==> src/rtl/clut_pkg.sv <==
// Shared types, constants and the channel expansion table of the texel decoder.
// Depends on nothing; every other file of the block imports it.
`default_nettype none

package clut_pkg;

	// Video memory geometry. Both figures are powers of two, so byte addresses
	// wrap by simply dropping the upper bits.
	localparam int ROW_BYTES     = 2048;
	localparam int MEMORY_ROWS   = 512;
	localparam int MEM_BYTES     = ROW_BYTES * MEMORY_ROWS;
	localparam int MEM_HALFWORDS = MEM_BYTES / 2;
	localparam int BYTE_AW       = $clog2(MEM_BYTES);
	localparam int HALF_AW       = BYTE_AW - 1;

	// Texture page and color table address units.
	localparam int PAGE_X_UNIT   = 128;
	localparam int CLUT_X_UNIT   = 32;

	// Depth of the command queue between front and back.
	localparam int QUEUE_DEPTH   = 4;

	// Configuration register indexes.
	localparam int CFG_IDX_W     = 2;
	localparam int CFG_DATA_W    = 16;
	localparam logic [CFG_IDX_W-1:0] REG_TPAGE   = 2'd0;
	localparam logic [CFG_IDX_W-1:0] REG_PALETTE = 2'd1;
	localparam logic [CFG_IDX_W-1:0] REG_BLEND   = 2'd2;

	// Request kinds.
	localparam logic KIND_WRITE = 1'b0;
	localparam logic KIND_FETCH = 1'b1;

	// Color depth field of the texture page register.
	localparam logic [1:0] DEPTH_4BIT     = 2'd0;
	localparam logic [1:0] DEPTH_8BIT     = 2'd1;
	localparam logic [1:0] DEPTH_15BIT    = 2'd2;
	localparam logic [1:0] DEPTH_RESERVED = 2'd3;

	// Opacity codes.
	localparam logic [7:0] ALPHA_CLEAR  = 8'd0;
	localparam logic [7:0] ALPHA_HALF   = 8'd128;
	localparam logic [7:0] ALPHA_OPAQUE = 8'd255;

	// Rounded 5-bit to 8-bit channel expansion, (c * 255 + 15) / 31.
	localparam logic [7:0] EXPAND5 [32] = '{
		8'd0,   8'd8,   8'd16,  8'd25,  8'd33,  8'd41,  8'd49,  8'd58,
		8'd66,  8'd74,  8'd82,  8'd90,  8'd99,  8'd107, 8'd115, 8'd123,
		8'd132, 8'd140, 8'd148, 8'd156, 8'd165, 8'd173, 8'd181, 8'd189,
		8'd197, 8'd206, 8'd214, 8'd222, 8'd230, 8'd239, 8'd247, 8'd255
	};

	// Work the back end has to do for one queued request.
	typedef enum logic [2:0] {
		OP_WRITE,
		OP_DIRECT,
		OP_INDEX4,
		OP_INDEX8,
		OP_RESERVED
	} clut_op_t;

	// One queued command, classified and addressed by the front end.
	typedef struct packed {
		clut_op_t           op;
		logic [BYTE_AW-1:0] addr;
		logic [15:0]        wdata;
		logic               nib_hi;
		logic [BYTE_AW-1:0] clut_base;
		logic               blend;
	} clut_cmd_t;

endpackage

`default_nettype wire

==> src/rtl/clut_intf.sv <==
// Valid/ready channel interfaces of the texel decoder: input requests, results
// and configuration writes. Depends on clut_pkg for widths.
`default_nettype none

interface clut_in_if import clut_pkg::*; ();
	logic        valid;
	logic        ready;
	logic        kind;
	logic [18:0] write_address;
	logic [15:0] write_data;
	logic [7:0]  texel_x;
	logic [7:0]  texel_y;

	modport source (output valid, kind, write_address, write_data, texel_x, texel_y,
		input ready);
	modport sink (input valid, kind, write_address, write_data, texel_x, texel_y,
		output ready);
endinterface


interface clut_cfg_if import clut_pkg::*; ();
	logic                  valid;
	logic                  ready;
	logic [CFG_IDX_W-1:0]  index;
	logic [CFG_DATA_W-1:0] data;

	modport source (output valid, index, data, input ready);
	modport sink (input valid, index, data, output ready);
endinterface

`default_nettype wire

==> src/rtl/clut_front.sv <==
// Front end: holds the configuration registers, accepts input requests and turns
// each into a classified, addressed command for the queue. Depends on clut_pkg.
`default_nettype none

module clut_front import clut_pkg::*; (
	input  wire logic      clk,
	input  wire logic      arst_n,
	clut_cfg_if.sink       cfg,
	clut_in_if.sink        texel_in,
	input  wire logic      q_full,
	output logic           q_push,
	output clut_cmd_t      push_cmd
);

	logic [15:0] tpage_q;
	logic [14:0] palette_q;
	logic        blend_q;

	logic [1:0]  depth;
	logic [8:0]  row;
	logic [31:0] tex_base;
	logic [31:0] tex_addr;
	logic [31:0] clut_sum;

	// Configuration registers; writes to unknown indexes are dropped.
	assign cfg.ready = 1'b1;

	always_ff @(posedge clk or negedge arst_n) begin
		if (!arst_n) begin
			tpage_q   <= '0;
			palette_q <= '0;
			blend_q   <= 1'b0;
		end else if (cfg.valid) begin
			case (cfg.index)
				REG_TPAGE:   tpage_q   <= cfg.data;
				REG_PALETTE: palette_q <= cfg.data[14:0];
				REG_BLEND:   blend_q   <= cfg.data[0];
				default: ;
			endcase
		end
	end

	// Accept whenever the queue has room.
	assign texel_in.ready = !q_full;
	assign q_push         = texel_in.valid && !q_full;

	// Texture and color table addresses, wrapped to the memory size.
	always_comb begin
		depth    = tpage_q[8:7];
		row      = {tpage_q[4], texel_in.texel_y};
		tex_base = 32'(row) * 32'(ROW_BYTES) + 32'(tpage_q[3:0]) * 32'(PAGE_X_UNIT);
		case (depth)
			DEPTH_4BIT:  tex_addr = tex_base + 32'(texel_in.texel_x[7:1]);
			DEPTH_8BIT:  tex_addr = tex_base + 32'(texel_in.texel_x);
			default:     tex_addr = tex_base + 32'({texel_in.texel_x, 1'b0});
		endcase
		clut_sum = 32'(palette_q[14:6]) * 32'(ROW_BYTES)
			+ 32'(palette_q[5:0]) * 32'(CLUT_X_UNIT);
	end

	// Classify the request.
	always_comb begin
		push_cmd.wdata     = texel_in.write_data;
		push_cmd.nib_hi    = texel_in.texel_x[0];
		push_cmd.clut_base = clut_sum[BYTE_AW-1:0];
		push_cmd.blend     = blend_q;
		if (texel_in.kind == KIND_WRITE) begin
			push_cmd.op   = OP_WRITE;
			push_cmd.addr = {HALF_AW'(texel_in.write_address), 1'b0};
		end else begin
			push_cmd.addr = tex_addr[BYTE_AW-1:0];
			case (depth)
				DEPTH_4BIT:  push_cmd.op = OP_INDEX4;
				DEPTH_8BIT:  push_cmd.op = OP_INDEX8;
				DEPTH_15BIT: push_cmd.op = OP_DIRECT;
				default:     push_cmd.op = OP_RESERVED;
			endcase
		end
	end

endmodule

`default_nettype wire

==> src/flat_wrapper.sv <==
// flat-port wrapper written by rule: the top's interface ports become plain ports
module clut_front_flat import clut_pkg::*;
  (clk, arst_n, q_full, q_push, push_cmd, cfg_valid, cfg_index, cfg_data, cfg_ready, texel_in_valid, texel_in_kind, texel_in_write_address, texel_in_write_data, texel_in_texel_x, texel_in_texel_y, texel_in_ready);
  clut_cfg_if cfg_i ();
  clut_in_if texel_in_i ();
  input  wire logic clk;
  input  wire logic arst_n;
  input  wire logic q_full;
  output logic q_push;
  output clut_cmd_t push_cmd;
  input wire logic [$bits(cfg_i.valid)-1:0] cfg_valid;
  input wire logic [$bits(cfg_i.index)-1:0] cfg_index;
  input wire logic [$bits(cfg_i.data)-1:0] cfg_data;
  output wire logic [$bits(cfg_i.ready)-1:0] cfg_ready;
  input wire logic [$bits(texel_in_i.valid)-1:0] texel_in_valid;
  input wire logic [$bits(texel_in_i.kind)-1:0] texel_in_kind;
  input wire logic [$bits(texel_in_i.write_address)-1:0] texel_in_write_address;
  input wire logic [$bits(texel_in_i.write_data)-1:0] texel_in_write_data;
  input wire logic [$bits(texel_in_i.texel_x)-1:0] texel_in_texel_x;
  input wire logic [$bits(texel_in_i.texel_y)-1:0] texel_in_texel_y;
  output wire logic [$bits(texel_in_i.ready)-1:0] texel_in_ready;
  assign cfg_i.valid = cfg_valid;
  assign cfg_i.index = cfg_index;
  assign cfg_i.data = cfg_data;
  assign cfg_ready = cfg_i.ready;
  assign texel_in_i.valid = texel_in_valid;
  assign texel_in_i.kind = texel_in_kind;
  assign texel_in_i.write_address = texel_in_write_address;
  assign texel_in_i.write_data = texel_in_write_data;
  assign texel_in_i.texel_x = texel_in_texel_x;
  assign texel_in_i.texel_y = texel_in_texel_y;
  assign texel_in_ready = texel_in_i.ready;
  clut_front u_core (.clk(clk), .arst_n(arst_n), .cfg(cfg_i), .texel_in(texel_in_i), .q_full(q_full), .q_push(q_push), .push_cmd(push_cmd));
endmodule
==> config.mk <==
export PLATFORM = sky130hd
export DESIGN_NAME = clut_front_flat
export DESIGN_NICKNAME = d
export VERILOG_FILES = /design/src/rtl/clut_pkg.sv /design/src/rtl/clut_intf.sv /design/src/rtl/clut_front.sv /design/src/flat_wrapper.sv
export SDC_FILE = /design/constraint.sdc
export NUM_CORES = 1
export LEC_CHECK = 0
export ABC_AREA = 0
export BUFFER_PORTS_ARGS = -buffer_cell sky130_fd_sc_hd__buf_2
export CAP_MARGIN = 40
export CELL_PAD_IN_SITES_DETAIL_PLACEMENT = 0
export CELL_PAD_IN_SITES_GLOBAL_PLACEMENT = 1
export CORE_AREA = 3 3 67 115
export CTS_BUF_LIST = sky130_fd_sc_hd__clkbuf_16
export DETAILED_ROUTE_END_ITERATION = 8
export DIE_AREA = 0 0 70 118
export PLACE_DENSITY_LB_ADDON = 0.1
export SLEW_MARGIN = 20
export SYNTH_ARGS = -nofsm -noshare
export SYNTH_HDL_FRONTEND = slang
export SYNTH_SLANG_ARGS = --single-unit
==> constraint.sdc <==
create_clock -name clk -period 4.5 [get_ports clk]
set_input_delay 1.35 -clock clk [delete_from_list [all_inputs] [get_ports clk]]
set_output_delay 1.35 -clock clk [all_outputs]
set_load 0.02 [all_outputs]
# After elaboration in Yosys (flattened, before gate mapping)
# Index checks and enable logic that the tools add are counted.
# classes
reduce_logical	7
addsub	5
eq_ne	4
mux	3
# ops
cell	count
20-bit by 11-bit adder with 20-bit output	2
20-bit case mux with 2 select lines	1
23-bit two-way mux	1
20-bit by 7-bit adder with 20-bit output	1
20-bit by 8-bit adder with 20-bit output	1
20-bit by 9-bit adder with 20-bit output	1
3-bit case mux with 3 select lines	1
2-bit AND reduction	3
2-bit by 1-bit equality test with 1-bit output (second input constant)	2
2-bit equality test (second input constant)	2
2-bit logical NOT	2
1-bit logical AND	1
1-bit logical NOT	1
# word_totals
inputBits	75
out_inout_bits	64
elab_cells	22
regBits	25

# Depth between registers and ports, before layout
# depth
depth_word	4
mapped_depth	10
mapped_depth_nobuf	9

# Worst setup path before layout
# Ideal clock, no wire load.
# synth_path
path_type	input to output
start	in texel_in_texel_x[7]
end	out push_cmd[47] in the netlist's numbering
stages	6
required_ns	3.150
n_path_buf	0
t_arrival_ns	2.854
setup_slack_ns	0.296
cell_sequence	mux2_2 -> ha_1 -> fa_1 -> xor2_1 -> a22oi_1 -> a21oi_1
# synth_rtl
element	line	text
start: declaration	flat_wrapper.sv:19	input wire logic [$bits(texel_in_i.texel_x)-1:0] texel_in_texel_x;
end: declaration	flat_wrapper.sv:10	output clut_cmd_t push_cmd;

==> results.py <==
metrics = {
    "grt": {
        "track_usage_pct": 12.2,
        "first_global_vias": 1755,
        "grt_pass1_wl_um": 8380,
        "grt_antenna_before_repair": 0,
        "grt_max_degree": 24,
        "overflow": 0,
    },
    "clock_network": {
        "clockRootBuffer": "clkbuf_16",
        "ctsHoldBuffers": 0,
        "clk_pin_slew_ps": 60,
        "cts_sinks": 23,
        "cts_tree": "yes",
        "clk_path_buf_depth": 2,
        "cts_buffers": 3,
        "clk_latency_ps": 250,
        "cts_htree_levels": 1,
    },
    "floorplanning": {
        "dieHeight_um": 118,
        "initial_core_util_pct": 26.3,
        "core_area_um2": 6910,
        "io_pins": 139,
        "die_w_um": 70,
        "fp-row-count": 40,
        "die-area_um2": 8260,
    },
    "sta": {
        "skew_ps": 0,
        "min_period_ps": 4430,
        "worstMarginPinSlew_ps": 736,
        "setup_viol": 0,
        "hold_violations": 0,
        "finalCritPeriodShare_pct": 98.4,
        "grt_setup_unrepaired": "false",
        "fmax_mhz": 226,
        "tns_ps": 0,
        "maxSlewHeadroom_pct": 50.8,
        "slew_violations": 0,
    },
    "routing": {
        "first_pass_iters": 4,
        "drc": 0,
        "drt_iter0_markers": 42,
        "postRouteAntennaNets": 0,
        "vias": 1718,
        "avgRoutedWirePerCell_um": 14.1,
        "viasPerCell": 4.76,
        "wirelength_um": 5100,
    },
    "setup_path": {
        "required_ps": 3150,
        "r2r.worst_path.cells": 1,
        "critPathTopFamily": "multiplexers",
        "crit_chain": "buf_2, buf_4, nor2b_2, ha_1, a21o_1, and3_4, mux2_2, mux2_4, buf_2",
        "setup.worst_path.end_class": "output pin",
        "critPathMaxStageDelay_ps": 270,
        "cpMostUsedCell": "buf_2",
        "worst-setup-path-type": "input port to output pin",
        "crit_cells": 9,
        "arrival_ps": 3080,
        "critPathSlowestCell": "ha_1",
        "path_buf_inv": 3,
        "worstPathMaxFanout": 5,
        "critPathLaunchType": "input port",
    },
    "flow_run": {
        "maxCapViolCount": 0,
    },
    "synthesis": {
        "synth_cell_types": 37,
        "yosysWarnings": 0,
        "yosysMostFrequentCell": "buf_4",
        "synth_area_per_cell_um2": 9.23,
        "seq_area_frac_synth_pct": 31.6,
        "syn_inst": 197,
        "yosysTopAreaCellShare_pct": 31.6,
        "async_reset_ff_share_pct": 100,
        "synth_area_um2": 1820,
        "synthTopCellsByCount": "buf_4, mux2_2, dfrtp_1",
        "synth.area.top_cells": "dfrtp_1, mux2_2, buf_4",
        "synth_flop_cell": "dfrtp_1",
        "synth.largest_area_cell": "dfrtp_1",
        "synth_edf_count": 0,
        "synth_seq_cells": 23,
    },
    "min_path": {
        "hold_path_class": "flop to flop",
        "whs_path_depth": 1,
    },
    "run_status": {
        "outcome": "finished clean",
    },
    "layout": {
        "antenna_cells": 0,
        "fillers": 748,
        "final_util_pct": 33.8,
        "area_growth_syn_to_layout_pct": 28.4,
        "final_nets": 360,
        "drive_gt1_share_pct": 50.5,
    },
    "placed_design": {
        "hpwl_um": 4160,
        "numPortBuffers": 99,
        "gp_congestion": 0.750,
    },
    "power": {
        "p_leak_uw": 0.00118,
        "power.density_nw_per_um2": 351,
        "ir_drop_uv": 234,
    },
}
layout by cell type (no fill, tap or decap), types with 2 or more instances in the layout:
cell       count
buf_2         99
mux2_2        24
dfrtp_1       23
inv_1         12
nand2_1       12
nor2_1        10
a31oi_1       10
o21ai_0       10
a22oi_1        9
o22ai_1        7
a21oi_1        6
ha_1           6
conb_1         6
buf_4          6
and2_1         4
nand3b_1       4
nand3_1        3
clkbuf_16      3
and4_1         2
o31ai_1        2
a21o_1         2
nor2b_1        2
final cells by class:
type | instances | area, um2 | area share, %
clock buffer | 3 | 75.1 | 3.21
clock inverter | 1 | 3.75 | 0.161
inverter | 11 | 41.3 | 1.77
multi-input combinational | 134 | 995 | 42.6
sequential | 23 | 576 | 24.6
tap | 84 | 105 | 4.50
timing repair buffer | 105 | 541 | 23.1
registers in the layout (all words and copies together) (netlist names):
signal and cells:
u_core.palette_q 15, u_core.tpage_q 7, u_core.blend_q 1
through the flow:
step / cells / setup slack (ps) / hold slack, ps / power, uW / area [um2]
6_report: 361 / 73.2 / 501 / 819 / 2340
5_1_grt: 361 / 2.56 / 521 / 883 / 2340
4_1_cts: 360 / 15.0 / 506 / 833 / 2330
3_5_place_dp: 356 / -3.76 / 487 / 638 / 2240
3_3_place_gp: 356 / -20.3 / 484 / 636 / 2240
2_1_floorplan: 201 / 296 / 481 / 535 / 1830
cell families after synthesis:
group | share of synthesized area, %
AOI/OAI and AO/OA | 17.1
buffers and inverters | 14.8
muxes | 15.7
DFF | 31.6
other | 0.413
adders and majority gates | 5.23
and+or+nand+nor | 14.7
xor gates and xnor gates | 0.482
power breakdown:
part           internal, uW  switching (uW)
logic                   152             205
registers               246            28.1
clock network           118            69.9
worst paths after layout:
check / startpoint / endpoint / slack [ps]
worst min register to register: u_core.palette_q[8] / u_core.palette_q[8] / 500
min in group asynchronous: arst_n / u_core.palette_q[0] / 1060
worst min-delay path: u_core.palette_q[8] / u_core.palette_q[8] / 500
max in group asynchronous: arst_n / u_core.tpage_q[4] / 3090
worst max register to register: u_core.tpage_q[2] / u_core.tpage_q[2] / 3600
worst max-delay path: texel_in_texel_x[7] / push_cmd[48] / 70
timing repair:
| item | in CTS | in global routing |
|---|---|---|
| setup endpoints to repair | 1 | 1 |
| buffers inserted | 0 | 1 |
| resized for setup | 1 | 1 |
| endpoints found under the hold margin | 0 | 0 |
layer usage:
layer	wire, um	GRT usage (%)	share of wire [%]
met3	461	4.10	9.0
met2	2600	22.1	51
met4	53	3.24	1.0
met1	1980	13.3	39
met5	0	0	0
Note: power is estimated with default switching activity, not from simulation.
