File: src/rtl/clut_pkg.sv
// Shared types, constants and the channel expansion table of the texel decoder.
// Depends on nothing; every other file of the block imports it.
`default_nettype none

package clut_pkg;

	// Video memory geometry. Both figures are powers of two, so byte addresses
	// wrap by simply dropping the upper bits.
	localparam int ROW_BYTES     = 2048;
	localparam int MEMORY_ROWS   = 512;
	localparam int MEM_BYTES     = ROW_BYTES * MEMORY_ROWS;
	localparam int MEM_HALFWORDS = MEM_BYTES / 2;
	localparam int BYTE_AW       = $clog2(MEM_BYTES);
	localparam int HALF_AW       = BYTE_AW - 1;

	// Texture page and color table address units.
	localparam int PAGE_X_UNIT   = 128;
	localparam int CLUT_X_UNIT   = 32;

	// Depth of the command queue between front and back.
	localparam int QUEUE_DEPTH   = 4;

	// Configuration register indexes.
	localparam int CFG_IDX_W     = 2;
	localparam int CFG_DATA_W    = 16;
	localparam logic [CFG_IDX_W-1:0] REG_TPAGE   = 2'd0;
	localparam logic [CFG_IDX_W-1:0] REG_PALETTE = 2'd1;
	localparam logic [CFG_IDX_W-1:0] REG_BLEND   = 2'd2;

	// Request kinds.
	localparam logic KIND_WRITE = 1'b0;
	localparam logic KIND_FETCH = 1'b1;

	// Color depth field of the texture page register.
	localparam logic [1:0] DEPTH_4BIT     = 2'd0;
	localparam logic [1:0] DEPTH_8BIT     = 2'd1;
	localparam logic [1:0] DEPTH_15BIT    = 2'd2;
	localparam logic [1:0] DEPTH_RESERVED = 2'd3;

	// Opacity codes.
	localparam logic [7:0] ALPHA_CLEAR  = 8'd0;
	localparam logic [7:0] ALPHA_HALF   = 8'd128;
	localparam logic [7:0] ALPHA_OPAQUE = 8'd255;

	// Rounded 5-bit to 8-bit channel expansion, (c * 255 + 15) / 31.
	localparam logic [7:0] EXPAND5 [32] = '{
		8'd0,   8'd8,   8'd16,  8'd25,  8'd33,  8'd41,  8'd49,  8'd58,
		8'd66,  8'd74,  8'd82,  8'd90,  8'd99,  8'd107, 8'd115, 8'd123,
		8'd132, 8'd140, 8'd148, 8'd156, 8'd165, 8'd173, 8'd181, 8'd189,
		8'd197, 8'd206, 8'd214, 8'd222, 8'd230, 8'd239, 8'd247, 8'd255
	};

	// Work the back end has to do for one queued request.
	typedef enum logic [2:0] {
		OP_WRITE,
		OP_DIRECT,
		OP_INDEX4,
		OP_INDEX8,
		OP_RESERVED
	} clut_op_t;

	// One queued command, classified and addressed by the front end.
	typedef struct packed {
		clut_op_t           op;
		logic [BYTE_AW-1:0] addr;
		logic [15:0]        wdata;
		logic               nib_hi;
		logic [BYTE_AW-1:0] clut_base;
		logic               blend;
	} clut_cmd_t;

endpackage

`default_nettype wire

File: src/rtl/clut_cmd_fifo.sv
// Short command queue between the front end and the back end.
// Depends on clut_pkg for the command type and depth.
`default_nettype none

module clut_cmd_fifo import clut_pkg::*; (
	input  wire logic      clk,
	input  wire logic      arst_n,
	input  wire logic      push,
	input  wire clut_cmd_t push_cmd,
	output logic           full,
	input  wire logic      pop,
	output clut_cmd_t      head,
	output logic           empty
);

	localparam int PTR_W = $clog2(QUEUE_DEPTH);
	localparam int CNT_W = $clog2(QUEUE_DEPTH + 1);

	clut_cmd_t          slots [QUEUE_DEPTH];
	logic [PTR_W-1:0]   wr_ptr_q;
	logic [PTR_W-1:0]   rd_ptr_q;
	logic [CNT_W-1:0]   count_q;

	assign full  = count_q == CNT_W'(QUEUE_DEPTH);
	assign empty = count_q == '0;
	assign head  = slots[rd_ptr_q];

	// Entry storage.
	always_ff @(posedge clk) begin
		if (push) begin
			slots[wr_ptr_q] <= push_cmd;
		end
	end

	// Pointers and fill count.
	always_ff @(posedge clk or negedge arst_n) begin
		if (!arst_n) begin
			wr_ptr_q <= '0;
			rd_ptr_q <= '0;
			count_q  <= '0;
		end else begin
			if (push) begin
				wr_ptr_q <= (wr_ptr_q == PTR_W'(QUEUE_DEPTH - 1)) ? '0 : wr_ptr_q + 1'b1;
			end
			if (pop) begin
				rd_ptr_q <= (rd_ptr_q == PTR_W'(QUEUE_DEPTH - 1)) ? '0 : rd_ptr_q + 1'b1;
			end
			if (push && !pop) begin
				count_q <= count_q + 1'b1;
			end else if (pop && !push) begin
				count_q <= count_q - 1'b1;
			end
		end
	end

endmodule

`default_nettype wire

File: config.mk
export PLATFORM = sky130hd
export DESIGN_NAME = clut_cmd_fifo
export DESIGN_NICKNAME = d
export VERILOG_FILES = /design/src/rtl/clut_pkg.sv /design/src/rtl/clut_cmd_fifo.sv
export SDC_FILE = /design/constraint.sdc
export NUM_CORES = 1
export LEC_CHECK = 0
export ABC_AREA = 0
export CAP_MARGIN = 20
export CORE_MARGIN = 2
export CORE_UTILIZATION = 50
export CTS_BUF_LIST = sky130_fd_sc_hd__clkbuf_8 sky130_fd_sc_hd__clkbuf_16
export CTS_CLUSTER_DIAMETER = 100
export CTS_CLUSTER_SIZE = 30
export DETAILED_ROUTE_END_ITERATION = 6
export DONT_BUFFER_PORTS = 1
export HOLD_SLACK_MARGIN = 0.05
export PLACE_DENSITY = 0.65
export SYNTH_ARGS = -nofsm -noshare
export SYNTH_HDL_FRONTEND = slang
export SYNTH_SLANG_ARGS = --single-unit
File: constraint.sdc
create_clock -name clk -period 2.8 [get_ports clk]
set_input_delay 0.56 -clock clk [delete_from_list [all_inputs] [get_ports clk]]
set_output_delay 0.56 -clock clk [all_outputs]
set_load 0.005 [all_outputs]
# Word level (Yosys, flattened, before mapping)
# Memory sizes are Yosys's and may differ from the RTL's.
# Index checks and enable logic that the tools add are counted.
[totals]
regBits = 7
latchBits = 0
ram_bits = 244
mem_bits_ro = 0
in_bits = 65
output_inout_bits = 63
elab_cells = 23
memories = 1
[classes]
n_addsub = 4
mul = 0
div_mod_pow = 0
n_lt_le_gt_ge = 0
eq_ne = 3
shifts = 0
n_mux = 6
bitwise_logic = 0
reduce_logical = 6
[memory_table]
columns = ["memory", "depth", "word_bits", "rd", "rd_ports_with_merged_regs", "write_ports", "line", "text"]
rows = [
  ["slots", 4, 61, 1, 0, 1, "clut_cmd_fifo.sv:19", "clut_cmd_t slots [QUEUE_DEPTH];"],
]
[ops]
columns = ["cell", "n"]
rows = [
  ["2-to-1 mux 3 bit", 2],
  ["adder 2 x 1 -> 2 bit (second input constant)", 2],
  ["== test 2 bit (second input constant)", 2],
  ["2-to-1 mux 2 bit", 2],
  ["adder 3 x 1 -> 3 bit (second input constant)", 1],
  ["== test 3 bit (second input constant)", 1],
  ["logical NOT 3 bit", 1],
  ["subtractor 3 x 1 -> 3 bit (second input constant)", 1],
  ["logical AND 1 bit", 2],
  ["logical NOT 1 bit", 2],
  ["2-to-1 mux 1 bit", 2],
  ["nonzero test 2 bit", 1],
]

# Depth between registers and ports, before layout
# Gate-level depths: netlist (run 1).
[logic_depth]
word_depth = 4
ltp_mapped = 7
mapped_depth_nobuf = 7

# Worst setup path before layout (run 1)
# OpenSTA, ideal clock, no wires.
[synth_timing]
path_type = "reg-to-reg"
startpoint = "register wr_ptr_q[0]"
endpoint = "memory slots[2][0] (netlist name), enable pin"
setup_ns = 0.425
arrival_ns = 2.062
required_time_ns = 2.375
slack_ns = 0.313
path_stages_with_launch = 4
n_path_buf = 0
synth_period_minus_slack_ns = 2.487
path_cell_list = "dfrtp_1 inv_1 ha_1 and2_1"
[synth_lines]
columns = ["element", "line", "text"]
rows = [
  ["start: declaration", "clut_cmd_fifo.sv:20", "logic [PTR_W-1:0] wr_ptr_q;"],
  ["start signal: assignment", "clut_cmd_fifo.sv:43", "wr_ptr_q <= (wr_ptr_q == PTR_W'(QUEUE_DEPTH - 1)) ? '0 : wr_ptr_q + 1'b1;"],
  ["end: declaration", "clut_cmd_fifo.sv:19", ""],
]
# Straight into the memory's write port.

==> results of run 1 <==
Yosys cell counts, drive strengths merged:
cell / instances
mux2: 3
o21ai: 2
xor2: 2
nor3b: 1
nand2: 2
and2: 4
nor3: 1
buf: 14
edfxtp: 244
dfrtp: 7
inv: 4
nor2: 3
fa: 1
xnor2: 1
ha: 6
mux4: 61
worst reg2reg max path, cell delays in order (launching register included):
cell and delay, ps:
dfrtp_1 430, inv_1 120, ha_1 150, and2_4 530, buf_12 300
registers in the layout, summed over array words and instances (netlist names):
| signal | flops |
|---|---|
| count_q | 3 |
| slots | 244 |
| rd_ptr_q | 2 |
| wr_ptr_q | 2 |
cell usage in the layout, fill, tap and decap left out, types with 4 or more instances in the layout:
cell type	synthesis	routed
and2_4	0	4
edfxtp_1	244	244
buf_12	6	7
mux4_2	58	58
inv_1	4	10
ha_1	6	6
clkbuf_16	0	13
dfrtp_1	7	5
routing by layer:
layer,up-vias,wire length [um]
li1,1527,-
met1,1901,5680
met2,114,7650
met3,17,1290
met4,0,243
met5,-,0
worst paths after layout:
| kind | startpoint | endpoint | slack [ps] | depth (start not counted) |
|---|---|---|---|---|
| min in group asynchronous | arst_n | count_q[1] | 410 | 1 |
| worst max register to register | wr_ptr_q[0] | slots[2][37] | 950 | 4 |
| worst max-delay path | rd_ptr_q[0] | head[32] | 270 | 2 |
| worst min-delay path | push_cmd[14] | slots[0][14] | 170 | 0 |
| worst min register to register | count_q[2] | count_q[2] | 530 | 1 |
| max in group asynchronous | arst_n | rd_ptr_q[0] | 2110 | 1 |
power by group:
part / switching, mW / leakage, nW / total, mW / internal [mW]
logic: 1.14 / 0.602 / 2.28 / 1.14
clock network: 1.07 / 0.202 / 1.94 / 0.867
registers: 0.318 / 2.32 / 5.13 / 4.82
total: 2.52 / 3.13 / 9.35 / 6.83
per-stage QoR:
step                power [mW]  instance area [um2]   util  hold WS (ps)
finish                    9.35                 9970  0.551           170
global route              9.80                 9970  0.551           139
CTS                       9.47                 9950  0.550           144
detailed placement        7.53                 9570  0.529           265
global placement          7.47                 9570  0.529           265
floorplan                 7.03                 9290      -           264
cell families (layout without fill, tap and decap cells):
family,after synthesis,count (layout),share of synthesized area
compound gates,2,2,0.00108
xor+xnor,3,3,0.00283
fa+ha+maj,7,7,0.0102
buf+inv,18,35,0.0195
flops,251,251,0.808
mux,64,64,0.153
simple gates,11,11,0.00606
timing repair:
item,in CTS,in global routing
setup endpoints to repair,0,25
buffers inserted,0,1
hold endpoints to repair,7,0
hold buffers,1,0
layout make-up:
cell class | instances | share of cell area
inverters | 4 | 0.00151
multi-input cells | 87 | 0.162
clock inverters | 7 | 0.00427
flip-flops and latches | 251 | 0.753
clock buffers | 13 | 0.0326
repair buffers | 11 | 0.0173
well taps | 229 | 0.0287
==> out/qor.yml, run 1 <==
routing:
  firstDrtPassIters: 4
  remaining_drc_errors: 0
  routed_wirelength_um: 14900
  ant_nets: 0
  vias: 3559
  drt-initial-drc-count: 212
  vias_per_cell: 5.91
  wire_per_inst_um: 24.7
logic_synthesis:
  syn_nets: 428
  syn-mean-instance-area_um2: 26.1
  ys_seq_elements: 251
  ys_warn_count: 0
  ys_top_cells_by_area: "edfxtp_1 (79%), mux4_2 (14%), dfrtp_1 (1.9%)"
  synth_top_cell_area_share: 0.789
  synth_cells: 356
  yosysTopAreaCell: "edfxtp_1"
  syn-cell-area_mm2: 0.00929
  synth-seq-area-share: 0.808
  synth_cell_types: 19
worst_setup_path:
  worstPathBufferInverterCount: 1
  cp_slowest_cell: "dfrtp_4"
  crit_family: "flip-flops"
  max_stage_delay_ps: 660
  worstSetupPathType: "flip-flop to primary output"
  worst-path-max-fanout: 16
  worst_setup_path_end_kind: "primary output"
  cp_cell_sequence: "buf_4 > mux4_2"
  crit_path_start_kind: "flip-flop"
  critPathArrivalTime_ps: 1970
  required_ps: 2240
timing:
  fin_ws_ps: 266
  fin_crit_ps: 2530
  slew_headroom: 0.603
  setup_tns_ps: 0
  skew_ps: 18.6
  rsz0062_at_grt: "false"
  setup_viol: 0
  period_share: 0.905
  hold_viol: 0
  fmax_ghz: 0.395
  drv_slew: 0
  worstMarginPinSlew_ps: 595
floorplanning:
  die_h_um: 140
  start_util: 0.514
  core_mm2: 0.0181
  io_pins: 128
  fp-row-count: 49
  die_x_um: 140
  dieArea_mm2: 0.0197
grt:
  grt_pass1_vias: 3866
  antenna_found_initial: 0
  grt-ovfl-total: 0
  use_met2: 0.261
  use_met1: 0.182
  grt_pass1_wl_um: 22300
  grt_busiest_layer: "met2"
  grt_max_degree: 49
  grt_use_met3: 0.0578
  grt_util_all_layers: 0.151
finish:
  fill_cells: 1319
  regArea_mm2: 0.00751
  fin_nets: 439
  drive_above_1_share: 0.244
  multi_input_area_mm2: 0.00162
  final_cells: 602
  syn_to_final_growth_pct: 7.30
  antenna_cells: 0
pwr:
  powerDensity_mw_per_mm2: 938
  p_leak_nw: 3.13
  irDropWorstVdd_v: 0.000779
clock_network:
  cts_tree: "yes"
  clockBufferDepth: 3
  ctsResizeCount: 0
  clk_pin_slew_ps: 110
  cts-root-buf: "clkbuf_16"
  clkSinkCount: 251
  cts_made_buffers: 12
  clk_latency_ps: 470
  htree_levels: 1
worst_hold_path:
  hp-class: "input port to flip-flop"
placed_design:
  place_ws_ps: 536
  portBuffers: 0
  gp_congestion: 0.711
  dp_cells: 580
  dp_hpwl_um: 9000
status:
  outcome: "completed"
job:
  cap_violations: 0
(Power assumes the default switching activity.)
==> run 2: changes to the inputs <==
--- a/config.mk
+++ b/config.mk
@@ -7,15 +7,17 @@
 export LEC_CHECK = 0
 export ABC_AREA = 0
 export CAP_MARGIN = 20
+export CELL_PAD_IN_SITES_DETAIL_PLACEMENT = 0
+export CELL_PAD_IN_SITES_GLOBAL_PLACEMENT = 1
 export CORE_MARGIN = 2
 export CORE_UTILIZATION = 50
 export CTS_BUF_LIST = sky130_fd_sc_hd__clkbuf_8 sky130_fd_sc_hd__clkbuf_16
 export CTS_CLUSTER_DIAMETER = 100
-export CTS_CLUSTER_SIZE = 30
+export CTS_CLUSTER_SIZE = 8
 export DETAILED_ROUTE_END_ITERATION = 6
 export DONT_BUFFER_PORTS = 1
 export HOLD_SLACK_MARGIN = 0.05
-export PLACE_DENSITY = 0.65
+export PLACE_DENSITY = 0.72
 export SYNTH_ARGS = -nofsm -noshare
 export SYNTH_HDL_FRONTEND = slang
 export SYNTH_SLANG_ARGS = --single-unit
==> out/qor.yml, run 2 (synthesized netlist as in run 1, its figures left out) <==
pwr:
  switching_share: 0.254  # was 0.270
  pwr-share-clk: 0.345  # was 0.207
  p_leak_nw: 3.52  # was 3.13 nW
  switchingPower_mw: 2.87  # was 2.52 mW
  powerDensity_mw_per_mm2: 1060  # was 938 mW/mm2
  p_int_mw: 8.43  # was 6.83 mW
  irDropWorstVdd_v: 0.000712  # was 0.000779 V
  seqPwrFrac: 0.449  # was 0.549
  p_comb_frac: 0.206  # was 0.244
worst_hold_path:
  hp-class: "input port to flip-flop"  # unchanged
  holdCritStartpoint: "push_cmd[30]"  # was push_cmd[14]
clock_network:
  cts_tree: "yes"  # unchanged
  clkSinkCount: 251  # unchanged
  clk_latency_ps: 490  # was 470 ps
  htree_levels: 2  # was 1
  clk_pin_slew_ps: 50  # was 110 ps
  cts_made_buffers: 37  # was 12
  ctsResizeCount: 0  # unchanged
  clockBufferDepth: 3  # unchanged
  cts-root-buf: "clkbuf_16"  # unchanged
grt:
  grt_pass1_vias: 4130  # was 3,866
  antenna_found_initial: 0  # unchanged
  grt_max_degree: 40  # was 49
  grt_util_all_layers: 0.160  # was 0.151
  grt-ovfl-total: 0  # unchanged
  grt_pass1_wl_um: 23400  # was 22,300 um
worst_setup_path:
  crit_path_start_kind: "flip-flop"  # unchanged
  crit_start: "rd_ptr_q[0]"  # unchanged
  critPathArrivalTime_ps: 1950  # was 1970 ps
  worst_setup_path_end_kind: "primary output"  # unchanged
  worst-path-max-fanout: 29  # was 16
  r2r-start: "wr_ptr_q[0]"  # unchanged
  required_ps: 2240  # about the same
  worstSetupPathType: "flip-flop to primary output"  # unchanged
timing:
  fin_crit_ps: 2510  # was 2530 ps
  setup_tns_ps: 0  # unchanged
  drv_slew: 0  # unchanged
  setup_viol: 0  # unchanged
  rsz0062_at_grt: "false"  # unchanged
  skew_ps: 8.19  # was 18.6 ps
  hold_viol: 0  # unchanged
  fmax_ghz: 0.399  # was 0.395 GHz
  period_share: 0.895  # was 0.905
  worstMarginPinSlew_ps: 581  # was 595 ps
  slew_headroom: 0.612  # was 0.603
finish:
  largest_registers: "slots (244), count_q (3)"  # unchanged
  fill_cells: 1241  # was 1,319
  fin_nets: 465  # was 439
  final_common_cell: "edfxtp_1"  # unchanged
  fin_area_mm2: 0.0107  # was 0.00997 mm2
  drive_above_1_share: 0.287  # was 0.244
  largest_register_ff_count: 244  # unchanged
  antenna_cells: 0  # unchanged
  multi_input_area_mm2: 0.00162  # unchanged
  regArea_mm2: 0.00751  # about the same
  layout_common_cells: "edfxtp_1 (244), mux4_2 (58), clkbuf_16 (39), inv_1 (24)"  # was edfxtp_1 (244), mux4_2 (58), clkbuf_16 (13), inv_1 (10), buf_12 (7)
  final_cells: 644  # was 602
  regMostFlops: "slots"  # unchanged
  syn_to_final_growth_pct: 14.7  # was 7.30%
routing:
  firstDrtPassIters: 4  # unchanged
  remaining_drc_errors: 0  # unchanged
  vias_per_cell: 5.71  # was 5.91
  routed_wirelength_um: 15300  # was 14,900 um
  wire_per_inst_um: 23.8  # was 24.7 um
  ant_nets: 0  # unchanged
  drt-initial-drc-count: 189  # was 212
  vias: 3679  # was 3,559
floorplanning:
  dieArea_mm2: 0.0197  # unchanged
  io_pins: 128  # unchanged
  die_h_um: 140  # unchanged
  fp-row-count: 49  # unchanged
  start_util: 0.514  # unchanged
  core_mm2: 0.0181  # unchanged
  die_x_um: 140  # unchanged
placed_design:
  dp_cells: 582  # was 580
  gp_congestion: 0.644  # was 0.711
  placed_cell_area_mm2: 0.00958  # was 0.00957 mm2
  portBuffers: 0  # unchanged
  dp_hpwl_um: 8970  # was 9000 um
job:
  cap_violations: 0  # unchanged
status:
  outcome: "completed"  # unchanged
run 2: changes by cell type in the layout (fill, tap and decap cells not counted), sizes merged:
cell      change
buf           +1
clkbuf       +26
clkinvlp      +1
inv          +14
run 2: final cells by class:
cell class | instances | area share
clock buffers | 39 | 0.0915
well taps | 229 | 0.0269
flip-flops and latches | 251 | 0.704
repair buffers | 12 | 0.0157
multi-input cells | 87 | 0.152
clock inverters | 22 | 0.00857
inverters | 4 | 0.00141
run 2: metrics by stage:
| stage | util | hold WS, ps | worst slack, ps | total power, mW |
|---|---|---|---|---|
| floorplan | - | 264 | 313 | 7.03 |
| global placement | 0.530 | 265 | 749 | 7.50 |
| global route | 0.589 | 137 | 171 | 11.8 |
| detailed placement | 0.530 | 265 | 759 | 7.55 |
| CTS | 0.589 | 144 | 231 | 11.5 |
| finish | 0.589 | 162 | 293 | 11.3 |
run 2: timing repair:
item,CTS,global route
buffers inserted,0,0
hold buffers,1,0
hold endpoints to repair,7,0
run 2: power groups by stage:
stage | sequential (mW) | clock, mW | combinational, mW
global placement | 5.11 | 0 | 2.39
detailed placement | 5.15 | 0 | 2.40
CTS | 5.08 | 3.99 | 2.42
finish | 5.07 | 3.90 | 2.33
floorplan | 5.03 | 0 | 2.00
global route | 5.13 | 4.17 | 2.55
run 2: worst max-delay path: stages (launching register included):
cell and delay (ps):
dfrtp_4 550, buf_12 280, mux4_1 610
run 2: final timing paths:
| check | endpoint | slack [ps] | depth (start not counted) |
|---|---|---|---|
| max reg2reg | slots[2][38] | 980 | 4 |
| min | slots[2][30] | 160 | 0 |
| min in group asynchronous | wr_ptr_q[1] | 420 | 1 |
| min reg2reg | count_q[2] | 500 | 1 |
| max in group asynchronous | rd_ptr_q[0] | 2090 | 1 |
| max | head[42] | 290 | 2 |
run 2: per-layer routing:
layer	part of all wire	global-route usage	vias up
li1	-	-	1598
met1	0.38	0.187	1905
met2	0.49	0.258	149
met3	0.11	0.0814	27
met4	0.018	0.0542	0
met5	0	0	-
